==> config.mk <==
export PLATFORM = sky130hd
export DESIGN_NAME = ols_slope_skip_missing_core
export DESIGN_NICKNAME = d
export VERILOG_FILES = /design/src/sv/ols_pkg.sv /design/src/sv/ols_front.sv /design/src/sv/ols_queue.sv /design/src/sv/ols_back.sv /design/src/sv/ols_slope_skip_missing_core.sv
export SDC_FILE = /design/constraint.sdc
export NUM_CORES = 2
export LEC_CHECK = 0
export ABC_AREA = 1
export BUFFER_PORTS_ARGS = -buffer_cell sky130_fd_sc_hd__buf_2
export CORE_MARGIN = 2
export CORE_UTILIZATION = 47
export DETAILED_ROUTE_END_ITERATION = 8
export GPL_TIMING_DRIVEN = 1
export PLACE_DENSITY_LB_ADDON = 0.05
export SLEW_MARGIN = 20
export SYNTH_ARGS = -nofsm -noshare
export SYNTH_HDL_FRONTEND = slang
export SYNTH_HIERARCHICAL = 1
export SYNTH_SLANG_ARGS = --single-unit
==> constraint.sdc <==
create_clock -name clk -period 8.1 [get_ports clk]
set_input_delay 1.215 -clock clk [delete_from_list [all_inputs] [get_ports clk]]
set_output_delay 1.215 -clock clk [all_outputs]
set_load 0.1 [all_outputs]
==> src/sv/ols_pkg.sv <==
// Shared constants and types for the least-squares slope block.
// No dependencies; every other file of the block imports this package.
`timescale 1ns / 1ps
`default_nettype none

package ols_pkg;

  localparam int DATA_W          = 32;
  localparam int BAR_W           = 8;
  localparam int MAX_SAMPLES_DEF = 256;
  localparam int QUEUE_DEPTH_DEF = 2;

  localparam logic [BAR_W-1:0] BAR_RESET = 8'd5;

  typedef logic signed [DATA_W-1:0] q16_t;
  typedef logic [BAR_W-1:0]         bar_t;

endpackage

`default_nettype wire

==> src/sv/ols_front.sv <==
// Front part: accepts samples, skips missing ones, keeps n, sum(y), sum(k*y).
// Pushes one finished series into the job queue per last item. Uses ols_pkg.
`timescale 1ns / 1ps
`default_nettype none

module ols_front #(
  parameter int MAX_SAMPLES = ols_pkg::MAX_SAMPLES_DEF,
  parameter int CW          = $clog2(MAX_SAMPLES + 1),
  parameter int SUMW        = ols_pkg::DATA_W + $clog2(MAX_SAMPLES),
  parameter int KYW         = ols_pkg::DATA_W + 2 * $clog2(MAX_SAMPLES)
) (
  input  wire                    clk,
  input  wire                    rst,
  input  wire                    in_valid,
  output logic                   in_stall,
  input  wire ols_pkg::q16_t     price,
  input  wire                    missing,
  input  wire                    last,
  output logic                   push,
  input  wire                    queue_full,
  output logic [CW-1:0]          job_n,
  output logic signed [SUMW-1:0] job_sy,
  output logic signed [KYW-1:0]  job_sky
);
  import ols_pkg::*;

  localparam int IW = $clog2(MAX_SAMPLES);

  logic [CW-1:0]             count, count_next;
  logic signed [SUMW-1:0]    sy, sy_next;
  logic signed [KYW-1:0]     sky, sky_next;
  logic signed [IW+DATA_W:0] prod;
  logic                      accept, take;

  always_comb begin
    in_stall = queue_full;
    accept   = in_valid && !in_stall;
    take     = accept && !missing && (count < CW'(MAX_SAMPLES));
    // index of this sample is the count of samples taken so far
    prod       = $signed({1'b0, count[IW-1:0]}) * price;
    count_next = take ? count + CW'(1) : count;
    sy_next    = take ? sy + SUMW'(price) : sy;
    sky_next   = take ? sky + KYW'(prod) : sky;
    push       = accept && last;
    job_n      = count_next;
    job_sy     = sy_next;
    job_sky    = sky_next;
  end

  always_ff @(posedge clk) begin
    if (rst) begin
      count <= '0;
      sy    <= '0;
      sky   <= '0;
    end else if (push) begin
      // series handed to the back part: start over
      count <= '0;
      sy    <= '0;
      sky   <= '0;
    end else begin
      count <= count_next;
      sy    <= sy_next;
      sky   <= sky_next;
    end
  end

endmodule

`default_nettype wire

==> src/sv/ols_queue.sv <==
// Short job queue between the front and back parts.
// Generic width and depth; the default depth comes from ols_pkg.
`timescale 1ns / 1ps
`default_nettype none

module ols_queue #(
  parameter int WIDTH = 8,
  parameter int DEPTH = ols_pkg::QUEUE_DEPTH_DEF
) (
  input  wire              clk,
  input  wire              rst,
  input  wire              push,
  input  wire [WIDTH-1:0]  push_data,
  input  wire              pop,
  output logic [WIDTH-1:0] head,
  output logic             full,
  output logic             empty
);
  import ols_pkg::*;

  localparam int PW = (DEPTH > 1) ? $clog2(DEPTH) : 1;
  localparam int FW = $clog2(DEPTH + 1);

  logic [WIDTH-1:0] mem [DEPTH];
  logic [PW-1:0]    wr_ptr, rd_ptr;
  logic [FW-1:0]    fill;

  always_comb begin
    full  = (fill == FW'(DEPTH));
    empty = (fill == '0);
    head  = mem[rd_ptr];
  end

  always_ff @(posedge clk) begin
    if (push && !full) begin
      mem[wr_ptr] <= push_data;
    end
  end

  always_ff @(posedge clk) begin
    if (rst) begin
      wr_ptr <= '0;
      rd_ptr <= '0;
      fill   <= '0;
    end else begin
      if (push && !full) begin
        wr_ptr <= (wr_ptr == PW'(DEPTH - 1)) ? '0 : wr_ptr + PW'(1);
      end
      if (pop && !empty) begin
        rd_ptr <= (rd_ptr == PW'(DEPTH - 1)) ? '0 : rd_ptr + PW'(1);
      end
      case ({push && !full, pop && !empty})
        2'b10:   fill <= fill + FW'(1);
        2'b01:   fill <= fill - FW'(1);
        default: fill <= fill;
      endcase
    end
  end

endmodule

`default_nettype wire

==> src/sv/ols_back.sv <==
// Back part: forms numerator and denominator, runs a one-bit-per-cycle
// rounded divide, saturates and holds the result in the output register.
// Uses ols_pkg.
`timescale 1ns / 1ps
`default_nettype none

module ols_back #(
  parameter int MAX_SAMPLES = ols_pkg::MAX_SAMPLES_DEF,
  parameter int CW          = $clog2(MAX_SAMPLES + 1),
  parameter int SUMW        = ols_pkg::DATA_W + $clog2(MAX_SAMPLES),
  parameter int KYW         = ols_pkg::DATA_W + 2 * $clog2(MAX_SAMPLES)
) (
  input  wire                    clk,
  input  wire                    rst,
  input  wire ols_pkg::bar_t     bar_minutes,
  input  wire                    queue_empty,
  output logic                   pop,
  input  wire [CW-1:0]           job_n,
  input  wire signed [SUMW-1:0]  job_sy,
  input  wire signed [KYW-1:0]   job_sky,
  output logic                   out_valid,
  input  wire                    out_stall,
  output ols_pkg::q16_t          slope,
  output logic                   valid_res
);
  import ols_pkg::*;

  localparam int NW  = KYW + 4;
  localparam int PW  = CW + 1 + SUMW;
  localparam int SQW = 2 * CW;
  localparam int DW  = 3 * CW + BAR_W;
  localparam int AW  = NW + 1;
  localparam int KW  = $clog2(AW + 1);

  localparam logic [AW-1:0] POS_MAX = AW'({1'b0, {(DATA_W - 1){1'b1}}});
  localparam logic [AW-1:0] NEG_MAX = AW'({1'b1, {(DATA_W - 1){1'b0}}});

  typedef enum logic [2:0] {
    S_IDLE, S_MUL1, S_MUL2, S_MUL3, S_LOAD, S_DIV, S_FIN
  } state_t;

  state_t                 state;
  logic [CW-1:0]          n_r;
  logic signed [SUMW-1:0] sy_r;
  logic signed [KYW-1:0]  sky_r;
  logic signed [PW-1:0]   p_sy;
  logic [SQW-1:0]         nsq1;
  logic signed [NW-1:0]   num;
  logic [NW-1:0]          mag;
  logic                   neg;
  logic [DW-1:0]          d1, den;
  logic [AW-1:0]          div_a;
  logic [DW-1:0]          rem;
  logic [KW-1:0]          cnt;
  logic                   vld;

  logic [SQW-1:0]         n_sq;
  logic [BAR_W-1:0]       bm_eff;
  logic [DW:0]            trial;
  logic                   ge;
  logic [DATA_W-1:0]      res;

  always_comb begin
    pop    = (state == S_IDLE) && !queue_empty;
    n_sq   = SQW'(n_r);
    bm_eff = (bar_minutes == '0) ? BAR_W'(1) : bar_minutes;
    trial  = {rem, div_a[AW-1]};
    ge     = (trial >= {1'b0, den});
    if (!vld) begin
      res = '0;
    end else if (neg) begin
      res = (div_a > NEG_MAX) ? NEG_MAX[DATA_W-1:0] : DATA_W'(-div_a);
    end else begin
      res = (div_a > POS_MAX) ? POS_MAX[DATA_W-1:0] : div_a[DATA_W-1:0];
    end
  end

  always_ff @(posedge clk) begin
    if (rst) begin
      state     <= S_IDLE;
      out_valid <= 1'b0;
    end else begin
      // drop a taken request unless the next one loads this cycle
      if (out_valid && !out_stall && state != S_FIN) begin
        out_valid <= 1'b0;
      end
      case (state)
        S_IDLE: begin
          if (!queue_empty) begin
            n_r   <= job_n;
            sy_r  <= job_sy;
            sky_r <= job_sky;
            vld   <= (job_n >= CW'(2));
            state <= (job_n >= CW'(2)) ? S_MUL1 : S_FIN;
          end
        end
        S_MUL1: begin
          p_sy  <= $signed({1'b0, n_r - CW'(1)}) * sy_r;
          nsq1  <= n_sq * n_sq - SQW'(1);
          state <= S_MUL2;
        end
        S_MUL2: begin
          // 12*sum(ky) - 6*(n-1)*sum(y) as shifts and adds
          num   <= (NW'(sky_r) <<< 3) + (NW'(sky_r) <<< 2)
                 - (NW'(p_sy) <<< 2) - (NW'(p_sy) <<< 1);
          d1    <= DW'(n_r) * DW'(nsq1);
          state <= S_MUL3;
        end
        S_MUL3: begin
          den   <= d1 * DW'(bm_eff);
          neg   <= num[NW-1];
          mag   <= num[NW-1] ? NW'(-num) : NW'(num);
          state <= S_LOAD;
        end
        S_LOAD: begin
          // add half the divisor to round to nearest, ties away from zero
          div_a <= AW'(mag) + AW'(den >> 1);
          rem   <= '0;
          cnt   <= KW'(AW);
          state <= S_DIV;
        end
        S_DIV: begin
          rem   <= ge ? DW'(trial - {1'b0, den}) : DW'(trial);
          div_a <= {div_a[AW-2:0], ge};
          cnt   <= cnt - KW'(1);
          if (cnt == KW'(1)) begin
            state <= S_FIN;
          end
        end
        S_FIN: begin
          // hold until the output register is free
          if (!out_valid || !out_stall) begin
            out_valid <= 1'b1;
            slope     <= res;
            valid_res <= vld;
            state     <= S_IDLE;
          end
        end
        default: state <= S_IDLE;
      endcase
    end
  end

endmodule

`default_nettype wire

==> src/sv/ols_slope_skip_missing_core.sv <==
// Top level of the least-squares slope block: configuration register,
// front accumulator, job queue and back divider. Uses ols_pkg.
`timescale 1ns / 1ps
`default_nettype none

// Computes the least-squares slope of a Q16.16 price series per minute of bar
// length, rounded to nearest and saturated to Q16.16. Missing samples are
// skipped; samples past MAX_SAMPLES are ignored; fewer than two samples give
// slope 0 with valid_res low. The front accumulator takes one sample per
// cycle while the queue is not full (one k*y multiply and two adds). Each
// series marked last enters a two-entry job queue; the back part then loads
// the job, forms numerator and denominator, runs a restoring divide with one
// quotient bit per cycle and loads the output register. A series of fewer
// than two samples skips straight to the output register. The back part
// takes no new job until its last result is loaded. in_stall rises only
// while the queue is full. bar_minutes resets to 5; a value of 0 acts as 1.

module ols_slope_skip_missing_core #(
  parameter int MAX_SAMPLES = ols_pkg::MAX_SAMPLES_DEF
) (
  input  wire                 clk,
  input  wire                 rst,
  input  wire                 in_valid,
  output logic                in_stall,
  input  wire ols_pkg::q16_t  price,
  input  wire                 missing,
  input  wire                 last,
  output logic                out_valid,
  input  wire                 out_stall,
  output ols_pkg::q16_t       slope,
  output logic                valid_res,
  input  wire                 cfg_valid,
  output logic                cfg_ready,
  input  wire ols_pkg::bar_t  cfg_data
);
  import ols_pkg::*;

  localparam int CW   = $clog2(MAX_SAMPLES + 1);
  localparam int SUMW = DATA_W + $clog2(MAX_SAMPLES);
  localparam int KYW  = DATA_W + 2 * $clog2(MAX_SAMPLES);
  localparam int JW   = CW + SUMW + KYW;

  bar_t                   bar_minutes;
  logic                   push, pop, queue_full, queue_empty;
  logic [CW-1:0]          f_n, b_n;
  logic signed [SUMW-1:0] f_sy, b_sy;
  logic signed [KYW-1:0]  f_sky, b_sky;
  logic [JW-1:0]          head;

  assign cfg_ready = 1'b1;

  always_ff @(posedge clk) begin
    if (rst) begin
      bar_minutes <= BAR_RESET;
    end else if (cfg_valid && cfg_ready) begin
      bar_minutes <= cfg_data;
    end
  end

  ols_front #(
    .MAX_SAMPLES(MAX_SAMPLES), .CW(CW), .SUMW(SUMW), .KYW(KYW)
  ) u_front (
    .clk        (clk),
    .rst        (rst),
    .in_valid   (in_valid),
    .in_stall   (in_stall),
    .price      (price),
    .missing    (missing),
    .last       (last),
    .push       (push),
    .queue_full (queue_full),
    .job_n      (f_n),
    .job_sy     (f_sy),
    .job_sky    (f_sky)
  );

  ols_queue #(
    .WIDTH(JW), .DEPTH(QUEUE_DEPTH_DEF)
  ) u_queue (
    .clk       (clk),
    .rst       (rst),
    .push      (push),
    .push_data ({f_n, f_sy, f_sky}),
    .pop       (pop),
    .head      (head),
    .full      (queue_full),
    .empty     (queue_empty)
  );

  assign b_n   = head[JW-1 -: CW];
  assign b_sy  = head[KYW+SUMW-1 -: SUMW];
  assign b_sky = head[KYW-1:0];

  ols_back #(
    .MAX_SAMPLES(MAX_SAMPLES), .CW(CW), .SUMW(SUMW), .KYW(KYW)
  ) u_back (
    .clk         (clk),
    .rst         (rst),
    .bar_minutes (bar_minutes),
    .queue_empty (queue_empty),
    .pop         (pop),
    .job_n       (b_n),
    .job_sy      (b_sy),
    .job_sky     (b_sky),
    .out_valid   (out_valid),
    .out_stall   (out_stall),
    .slope       (slope),
    .valid_res   (valid_res)
  );

endmodule

`default_nettype wire
# ---- After elaboration in Yosys (flattened, before gate mapping)
# Memories as Yosys holds them, arrays and structs flattened. A register that Yosys moved wholly into a read port is not among the register bits.
# Index checks and enable logic that the tools add are counted.
dict set report totals {
  ff_bits 573
  latch_bits 0
  ramBits 194
  romBits 0
  input_bits 47
  out_inout_bits 36
  wordCells 125
  mem_count 1
}
dict set report classes {
  addsub 17
  multipliers 5
  div 0
  magnitude_cmp 5
  eq_ne 14
  n_shift 0
  muxes 27
  bitwise_logic 2
  n_reduce_logical 28
}
# memory depth width rd rd_ports_with_merged_regs write_ports line
set mem_list {}
lappend mem_list {u_queue.mem 2 97 1 1 1 ols_queue.sv:24} ;# logic [WIDTH-1:0] mem [DEPTH];
# cell n
set ops {}
lappend ops {{$pmux 53 s2} 1}
lappend ops {{$mux 32} 3}
lappend ops {{$pmux 35 s2} 1}
lappend ops {{$add 52x34->53} 1}
lappend ops {{$gt 53x31->1 const B} 1}
lappend ops {{$gt 53x32->1 const B} 1}
lappend ops {{$add 51x50->52} 1}
lappend ops {{$neg 52->52} 1}
lappend ops {{$sub 52x51->52} 1}
lappend ops {{$sub 52x52->52} 1}
lappend ops {{$mux 51} 1}
lappend ops {{$mul 10x40->50} 1}
lappend ops {{$add 48x41->48} 1}
lappend ops {{$mux 48} 1}
lappend ops {{$mul 9x32->41} 1}
lappend ops {{$add 40x32->40} 1}
lappend ops {{$mux 40} 1}
lappend ops {{$ge 36x35->1} 1}
lappend ops {{$mul 27x8->35} 1}
lappend ops {{$mux 35} 1}
lappend ops {{$sub 35x35->35} 1}
lappend ops {{$neg 32->32} 1}
lappend ops {{$mul 9x18->27} 1}
lappend ops {{$pmux 3 s7} 1}
lappend ops {{36 further kinds} 72}

# ---- Logic depth before layout (Yosys ltp)
dict set report depth {
  ltp_word 7
  mapped_depth 34
  mapped_depth_nobuf 31
}

# ---- Modules after synthesis
# Netlist, hierarchy kept.
# mod instances cells_each area_per_inst_um2 seq_area_each_um2
set modules_own_cells {}
lappend modules_own_cells {ols_back 1 7548 58499.9 13803.2}
lappend modules_own_cells {ols_front 1 3105 19377.3 1941.9}
lappend modules_own_cells {ols_queue 1 342 7362.1 5925.7}
lappend modules_own_cells {ols_slope_skip_missing_core 1 49 327.8 160.2}

# ---- Worst setup path after synthesis
# Ideal clock, no wire load.
dict set report synth_timing {
  kind {input to register}
  startpoint {in rst}
  endpoint {reg u_back.n_r[0] (enable)}
  setup_ns 0.675
  arrival_ns 8.134
  required_ns 7.425
  setup_slack_ns -0.709
  path_stages 2
  n_path_buf 1
  cell_sequence {clkbuf_1 nor3_1}
}
dict set report synth_via {
  elab_chain_cells 2
}
# item line
set synth_lines {}
lappend synth_lines {{from (decl)} ols_slope_skip_missing_core.sv:22} ;# input wire rst,
lappend synth_lines {{$not 1->1 (no source line)} --}
lappend synth_lines {{$reduce_and 3->1 (no source line)} --}
lappend synth_lines {{to (signal assigned)} ols_back.sv:90} ;# n_r <= job_n;
lappend synth_lines {{to (decl)} ols_back.sv:43} ;# logic [CW-1:0] n_r;
# Every way passes these cells.
# A chain may end at the register's enable or synchronous reset.

# ---- Worst setup path after layout
dict set report layout_timing {
  startpoint {reg u_back.n_r[0]}
  endpoint {reg u_back.p_sy[46], data pin}
}
dict set report layout_via {
  elab_chain_cells 2
}
# item line
set layout_lines {}
lappend layout_lines {{$sub 9x1->9} ols_back.sv:98} ;# p_sy <= $signed({1'b0, n_r - CW'(1)}) * sy_r;
lappend layout_lines {{$mul 10x40->50} ols_back.sv:98}
lappend layout_lines {{to (signal assigned)} ols_back.sv:98}
lappend layout_lines {{to (decl)} ols_back.sv:46} ;# logic signed [PW-1:0] p_sy;
# Every way passes these cells.

==> flow_metrics.py <==
metrics = {
    "yosys": {
        "syn_inst": 11000,
        "synth_top_area_share_pct": 22.8,
        "synth-edff-count": 651,
        "synth.ff_latch_count": 765,
        "synth_area_per_cell_um2": 7.75,
        "yosysMostFrequentCell": "nand2_1",
        "yosys.area.top_type": "edfxtp_1",
        "synthTopCellsByArea": "edfxtp_1, fa_1, nand2_1",
        "yosysWarnings": 6,
        "synth_common_cells": "nand2_1, inv_1, nor2_1, fa_1, edfxtp_1",
        "async_reset_ff_share_pct": 0,
        "synth_ff_type": "edfxtp_1",
        "seq_area_frac_synth_pct": 25.5,
        "synth_area_um2": 85600,
        "yosysUniqueCellTypes": 59,
        "syn_nets": 12500,
    },
    "worst_setup_path": {
        "crit_start": "u_back/n_r[0]",
        "cp_data_required_time_ns": 8.60,
        "path_max_fanout": 34,
        "rrSetupSlack_ns": 1.01,
        "crit_path_end": "u_back/p_sy[46]",
        "r2r_start": "u_back/n_r[0]",
        "timing.rr.end": "u_back/p_sy[46]",
        "cp.arrival_ns": 7.59,
        "cp-start-kind": "flop",
        "end_kind": "flop",
        "critPathKind": "reg2reg",
        "r2r_cells": 25,
    },
    "global_routing": {
        "antenna_found_initial": 2,
        "track_usage_pct": 29.1,
        "grt_pass1_vias": 70000,
        "grt_pass1_wl_um": 413000,
        "grt_max_degree": 99,
        "grt-ovfl-total": 0,
    },
    "route": {
        "drt_iter0_drc": 4967,
        "via_per_inst": 5.14,
        "drt-total-wl_um": 268000,
        "routedWlPerCell_um": 19.9,
        "ant_nets": 0,
        "dr.pass1.iters": 8,
        "drc": 0,
        "vias": 69200,
    },
    "timing": {
        "tns_ns": 0,
        "fmax_mhz": 141,
        "fin_skew_ns": 0.0478,
        "setup_viol": 0,
        "slew_violations": 0,
        "layout_min_cycle_time_ns": 7.09,
        "rsz0062_at_grt": "no",
        "final_hold_viol_count": 0,
        "max_slew_margin_pct": 28.2,
        "worst_pin_slew_ns": 1.08,
        "period_share_pct": 87.6,
    },
    "floorplan": {
        "die_area_um2": 185000,
        "fp.dieH_um": 431,
        "start_util_pct": 47.3,
        "core.rowCount": 156,
        "ios": 83,
        "core_area_um2": 181000,
        "die_x_um": 431,
    },
    "clock_network": {
        "post-cts-setup-buffers": 0,
        "htree_levels": 3,
        "ctsResizeCount": 0,
        "cts_made_buffers": 95,
        "path_clk_slew_ns": 0.07,
        "clockBufferDepth": 3,
        "cts_sinks": 765,
        "hold_buffers": 0,
        "cts_tree": "done",
        "clk-insertion-delay-late_ns": 0.77,
        "root_buffer": "clkbuf_16",
    },
    "placed_design": {
        "dp_hpwl_um": 221000,
        "port_buffers": 81,
        "gp_congestion": 0.979,
    },
    "run_status": {
        "status": "completed",
    },
    "cells_and_area": {
        "final_nets": 12500,
        "fillCellCount": 18000,
        "final_layout_size_suffix_gt1_share_pct": 5.18,
        "syn_to_final_growth_pct": 7.22,
    },
    "hold_path": {
        "hold_path_class": "reg2reg",
    },
    "run": {
        "max-cap-violations": 0,
    },
}
[kinds of logic after synthesis]
logic type / after synthesis / synth area share, %
mux: 97 / 1.41
simple gates: 4892 / 23.4
buf+inv: 2754 / 12.4
xor+xnor: 268 / 2.74
other cells: 2 / 0.00878
compound gates: 809 / 5.07
flops: 765 / 25.5
fa+ha+maj: 1457 / 29.5
[routing by layer]
| metal | vias up | routed length (µm) | GRT usage [%] |
|---|---|---|---|
| met5 | - | 18 | 0 |
| met4 | 2 | 10800 | 10.7 |
| met3 | 370 | 11300 | 2.67 |
| li1 | 33600 | - | - |
| met2 | 1757 | 131000 | 50.4 |
| met1 | 33500 | 114000 | 37.7 |
[registers in the layout (all words and copies together) (netlist names), 17 cells and up, named ones only]
name and flops:
u_front/sy 40, u_back/div_a 53, u_front/sky 48, u_queue/mem 194
u_back/p_sy 50, u_back/slope 32, u_back/den 35, u_back/mag 51
u_back/nsq1 17, u_back/d1 27, u_back/sy_r 40, u_back/num 51
u_back/rem 35, u_back/sky_r 48
[through the flow]
stage / hold slack [ns] / worst slack (ns) / util, % / instances / instance area, µm²
floorplan: 0.423 / 1.48 / - / 11000 / 85600
global placement: 0.478 / 0.997 / 48.9 / 13300 / 88300
detailed placement: 0.500 / 0.982 / 48.9 / 13300 / 88300
CTS: 0.508 / 0.981 / 50.8 / 13500 / 91700
global route: 0.538 / 0.679 / 50.8 / 13500 / 91700
finish: 0.508 / 1.01 / 50.8 / 13500 / 91700
[placed cells by master, fill, tap and decap left out, types with 12 or more instances in the layout]
cell type  Yosys  final
nand2_1     2988   2987
inv_1       2456   2455
nor2_1      1087   1083
fa_1         938    938
edfxtp_1     651    651
ha_1         519    519
nand3_1      390    390
a21oi_1      382    382
o21ai_0      277    277
xor2_1       165    163
nand4_1      136    136
dfxtp_1      114    113
xnor2_1      103    103
clkbuf_16      0     95
nor3_1        98     95
buf_2         51     81
buf_4          3     73
mux2_2        67     67
or2_2         45     45
o21bai_1      36     36
nor2_2        37     36
o21ai_1       31     30
mux2_4        30     30
nand3b_1      26     26
nor4_1        20     20
a21o_1        18     18
nand2_2       16     17
bufinv_16      0     16
o21a_1        16     16
a31oi_1       15     15
inv_2         15     14
nand3_2       14     14
clkinv_2       0     13
a21boi_0      13     13
clkbuf_1     139     12
nor2_4         7     12
[critical path, stage by stage (launching register included)]
cell and delay [ns]:
edfxtp_1 0.40, inv_2 0.08, buf_4 0.40, nand3_1 0.13, inv_1 0.13, nand3_1 0.07
nand2_1 0.32, buf_4 0.45, nor2_1 0.16, fa_1 0.63, inv_1 0.12, fa_1 0.54
inv_1 0.05, fa_1 0.51, fa_1 0.58, fa_1 0.45, ha_1 0.47, nand2_1 0.17
nor2_1 0.15, inv_1 0.07, nor2_1 0.23, nand2_1 0.15, nor3_1 0.15, nand2_1 0.18
nand4_1 0.14, nand2_1 0.05
[area by class of cell]
class	count	area, µm²	area share, %
Timing Repair Buffer	155	973	1.06
Clock inverter	72	975	1.06
Clock buffer	108	2440	2.66
Tap cell	2370	2970	3.23
Sequential cell	765	21800	23.8
Multi-Input combinational cell	7525	53300	58.1
Antenna cell	1	2.50	0.00273
Inverter	2473	9290	10.1
[how the worst min path moves through the flow]
stage | startpoint | end | slack [ns] | cells past startpoint
2_1_floorplan | bar_minutes[2] | bar_minutes[2] | 0.42 | 2
3_3_place_gp | u_queue/rd_ptr | u_queue/rd_ptr | 0.48 | 2
3_5_place_dp | u_front/sy[9] | u_front/sy[9] | 0.50 | 2
4_1_cts | u_front/sy[9] | u_front/sy[9] | 0.51 | 2
5_1_grt | u_queue/mem[0][57] | u_back/sy_r[9] | 0.54 | 1
6_report | u_back/out_valid | u_back/out_valid | 0.51 | 2
Power is left out: the tool's default activity adds up to more than one toggle a clock period on the data nets, which glitch-free logic cannot reach.
